## config.mk

```make
export PLATFORM = sky130hd
export DESIGN_NAME = hbh_host_table
export DESIGN_NICKNAME = d
export VERILOG_FILES = /design/src/sv/hbh_pkg.sv /design/src/sv/hbh_host_table.sv
export SDC_FILE = /design/constraint.sdc
export NUM_CORES = 1
export LEC_CHECK = 0
export ABC_AREA = 1
export BUFFER_PORTS_ARGS = -buffer_cell sky130_fd_sc_hd__buf_2
export CAP_MARGIN = 15
export CORE_UTILIZATION = 36
export DETAILED_ROUTE_END_ITERATION = 8
export HOLD_SLACK_MARGIN = 0.1
export PLACE_DENSITY = 0.52
export SLEW_MARGIN = 20
export SYNTH_ARGS = -nofsm -noshare
export SYNTH_HDL_FRONTEND = slang
export SYNTH_SLANG_ARGS = --single-unit
```

## constraint.sdc

```tcl
create_clock -name clk -period 2.2 [get_ports clk]
set_input_delay 0.22 -clock clk [delete_from_list [all_inputs] [get_ports clk]]
set_output_delay 0.22 -clock clk [all_outputs]
set_load 0.02 [all_outputs]
```

## src/sv/hbh_pkg.sv

```systemverilog
// Shared types and codes for the hop-by-hop prefix route walk.
// Holds the input and result beat structs, table records and state encoding.
// No dependencies.
package hbh_pkg;

  localparam logic [1:0] KIND_HOST  = 2'd0;
  localparam logic [1:0] KIND_ROUTE = 2'd1;
  localparam logic [1:0] KIND_QUERY = 2'd2;

  localparam logic [2:0] ST_HOP     = 3'd0;
  localparam logic [2:0] ST_DEST    = 3'd1;
  localparam logic [2:0] ST_NET     = 3'd2;
  localparam logic [2:0] ST_NOROUTE = 3'd3;
  localparam logic [2:0] ST_UNKNOWN = 3'd4;
  localparam logic [2:0] ST_LIMIT   = 3'd5;

  typedef struct packed {
    logic [1:0]  kind;
    logic [2:0]  host_index;
    logic [3:0]  entry_index;
    logic [4:0]  entry_count;
    logic [31:0] host_ip;
    logic [31:0] subnet_ip;
    logic [31:0] subnet_mask;
    logic [31:0] forward_ip;
    logic [31:0] origin_ip;
    logic [31:0] dest_ip;
  } in_item_t;

  typedef struct packed {
    logic [31:0] node_ip;
    logic [2:0]  node_host_index;
    logic [2:0]  status;
    logic        last;
  } out_item_t;

  typedef struct packed {
    logic [31:0] ip;
    logic [4:0]  count;
  } host_rec_t;

  typedef struct packed {
    logic [31:0] subnet;
    logic [31:0] mask;
    logic [31:0] next_hop;
  } route_t;

  typedef enum logic [1:0] {
    S_IDLE,
    S_HOP,
    S_HSCAN,
    S_RSCAN
  } fsm_t;

endpackage

```

## src/sv/hbh_host_table.sv

```systemverilog
// Host table: per-slot IP and entry count in a synchronous memory,
// plus per-slot valid bits cleared at reset. Depends on hbh_pkg.
module hbh_host_table #(
  parameter int NUM_HOSTS = 8,
  localparam int HW = (NUM_HOSTS > 1) ? $clog2(NUM_HOSTS) : 1
) (
  input  logic                     clk,
  input  logic                     rst_n,
  input  logic                     wr_en,
  input  logic [HW-1:0]            wr_idx,
  input  hbh_pkg::host_rec_t       wr_rec,
  input  logic [HW-1:0]            rd_idx,
  output hbh_pkg::host_rec_t       rd_rec,
  output logic [NUM_HOSTS-1:0]     valid
);
  import hbh_pkg::*;

  host_rec_t             mem [NUM_HOSTS];
  host_rec_t             rd_rec_r;
  logic [NUM_HOSTS-1:0]  valid_r;

  always_ff @(posedge clk) begin
    if (wr_en) begin
      mem[wr_idx] <= wr_rec;
    end
    rd_rec_r <= mem[rd_idx];
  end

  always_ff @(posedge clk) begin
    if (!rst_n) begin
      valid_r <= '0;
    end else if (wr_en) begin
      valid_r[wr_idx] <= 1'b1;
    end
  end

  assign rd_rec = rd_rec_r;
  assign valid  = valid_r;

endmodule

```

==> flow_summary.yaml <==
sta:
  period_share: 0.592
  hold_viol_final: 0
  fmax_mhz: 768
  worst_hold_slack_ns: 0.271
  fin_tns_setup_ns: 0
  setup_viol: 0
  finalCriticalPeriod_ns: 1.30
  slew_violations: 0
  grt_setup_unrepaired: "false"
  skew_ns: 0.00894
  worst_pin_slew_ns: 0.708
  slew_headroom: 0.528
routing:
  dr_total_vias: 8845
  ant_nets: 0
  drtIter0Drc: 408
  wirelength_um: 29800
  routed_via_density: 4.34
  drc_errors: 0
  first_pass_iters: 6
  wire_per_inst_um: 14.6
critical_path:
  critPathMaxFanout: 1
  slowest_delay_ns: 0.38
  cpMaxStageDelayCell: "dfxtp_1"
  reg2reg_to: "rd_rec[34]"
  critPathRequiredTime_ns: 1.98
  path_cells: "buf_2"
  r2r_start: "mem[7][34]"
  crit_family: "flip-flops"
  critPathLaunch: "rd_rec[9]"
  reg2regPathDepth: 6
  setup.worst_path.class: "reg -> out"
  cp-end-kind: "output port"
  start_kind: "flip-flop"
  arrival_ns: 1.08
  r2r_slack_ns: 1.31
  critPathBufInv: 1
cts:
  cts_tree: "yes"
  cts_buffers: 37
  ctsResizeCount: 0
  clock_sinks: 341
  cts_max_path_buffers: 3
  clk_pin_slew_ns: 0.06
  root_buffer: "clkbuf_16"
  clock_latency_ns: 0.51
  cts-htree-levels: 2
die:
  die_y_um: 199
  start_util: 0.369
  core_um2: 37900
  num_rows: 71
  die_area_um2: 39600
  pin_count: 91
  die_w_um: 199
global_route:
  grt_max_degree: 149
  grt_pass1_wl_um: 47100
  grt_pass1_vias: 8608
  grtUsageMet1: 0.205
  grtUsageMet3: 0.0236
  gr-usage-all-layers: 0.155
  grt_util_met2: 0.265
  overflow: 0
  antenna_found_initial: 0
  gr-max-usage-layer: "met2"
finish:
  nets: 1544
  n_fill_cell: 3583
  drive_above_1_share: 0.109
  syn_to_final_growth_pct: 18.3
  diodes: 0
logic_synthesis:
  synth-simple-area-share: 0.190
  ys_seq_area_frac: 0.700
  synth_top_family_by_area: "simple AND/OR/NAND/NOR gates"
  yosys_warnings: 0
  avgSynthCellArea_um2: 10.2
  synthXorXnorAreaFrac: 0
  synth_cell_type_count: 13
  netlist_area_um2: 14000
  synth.area.mux_share: 0
  synth_compound_area_frac: 0
  yosys.area_share.adder: 0
  ys_ff_latch: 341
  synth_cells: 1367
  synth_nets: 1413
power_and_ir_drop:
  power.internal_mw: 11.0
  seqPwrFrac: 0.520
  share_comb_of_total_power: 0.072
  swShare: 0.220
  clkPwrFrac: 0.408
  p_switching_mw: 3.12
  pwr_density_cell_nw_per_um2: 856
  power_mw: 14.2
  peakVddDrop_mv: 0.403
  leakagePower_nw: 7.59
min_path:
  min_from: "rd_idx[2]"
  whs_path_depth: 4
  hp-class: "in -> reg"
  min_to: "rd_rec[4]"
placement:
  hpwl_um: 15300
  port_buffers: 90
  place.gp.congestion: 0.716
outcome:
  status: "finished clean"
job:
  drv_cap: 0
## power by group through the flow
| stage | clock (mW) | combinational, mW | sequential (mW) |
|---|---|---|---|
| floorplan | 0 | 0.521 | 7.58 |
| global placement | 0 | 0.975 | 7.50 |
| detailed placement | 0 | 0.989 | 7.50 |
| CTS | 5.96 | 1.05 | 7.37 |
| global route | 6.18 | 1.16 | 7.39 |
| finish | 5.78 | 1.02 | 7.36 |
## worst max-delay path by stage
stage	to	slack, ns	cells after the start
6_report	rd_rec[9]	0.90	1
2_1_floorplan	mem[7][0]	0.52	2
5_1_grt	rd_rec[36]	0.85	1
3_3_place_gp	rd_rec[34]	0.67	8
4_1_cts	rd_rec[36]	0.88	1
3_5_place_dp	rd_rec[31]	0.67	8
## Yosys cell counts
cell      count  area share
nand2_1     489        0.13
inv_1       309       0.083
edfxtp_1    296        0.64
nand3_1     149       0.053
dfxtp_1      45       0.064
buf_2        33       0.012
nor2_1       21      0.0056
buf_6        14       0.011
buf_1         3     0.00081
buf_4         3      0.0016
clkbuf_1      3     0.00081
inv_2         1     0.00027
inv_4         1     0.00045
## stage by stage
| step | setup WS, ns | area (um2) | std cells | utilization |
|---|---|---|---|---|
| after floorplan | 0.517 | 14000 | 1367 | - |
| after global placement | 0.674 | 15000 | 1932 | 0.396 |
| after detailed placement | 0.671 | 15000 | 1932 | 0.396 |
| after CTS | 0.877 | 16500 | 2038 | 0.436 |
| after global routing | 0.853 | 16500 | 2038 | 0.436 |
| final | 0.898 | 16500 | 2038 | 0.436 |
## cell type report
class,instances,area [um2],share of cell area
flip-flops and latches,341,9790,0.592
multi-input cells,659,2670,0.161
inverters,311,1170,0.0707
repair buffers,148,1150,0.0693
clock buffers,56,1050,0.0635
well taps,511,639,0.0386
clock inverters,12,81.3,0.00492
## registers in the layout, indices dropped and copies added (netlist names)
name    flops
valid       8
rd_rec     37
mem       296
## layer usage
| layer | up-vias | wire length (um) |
|---|---|---|
| met4 | 0 | 639 |
| met2 | 137 | 14100 |
| met3 | 51 | 1030 |
| met5 | - | 0 |
| li1 | 4486 | - |
| met1 | 4171 | 14000 |
## kinds of logic after synthesis
| family | Yosys count |
|---|---|
| flip-flops | 341 |
| AND/OR/NAND/NOR | 659 |
| buffers and inverters | 367 |
## layout by cell type, fill, tap and decap left out, drive strengths merged
cell type	count
nor2	21
nand3	149
nand2	489
clkbuf	56
dfxtp	45
dlygate4sd3	38
bufinv	1
clkinv	10
inv	312
buf	110
edfxtp	296
## what timing repair did
| action | CTS | global route |
|---|---|---|
| hold buffers | 38 | 0 |
| endpoints found under the hold margin | 304 | 0 |
| buffers inserted | 0 | 0 |
No activity file was read; power rests on OpenSTA's default activity.
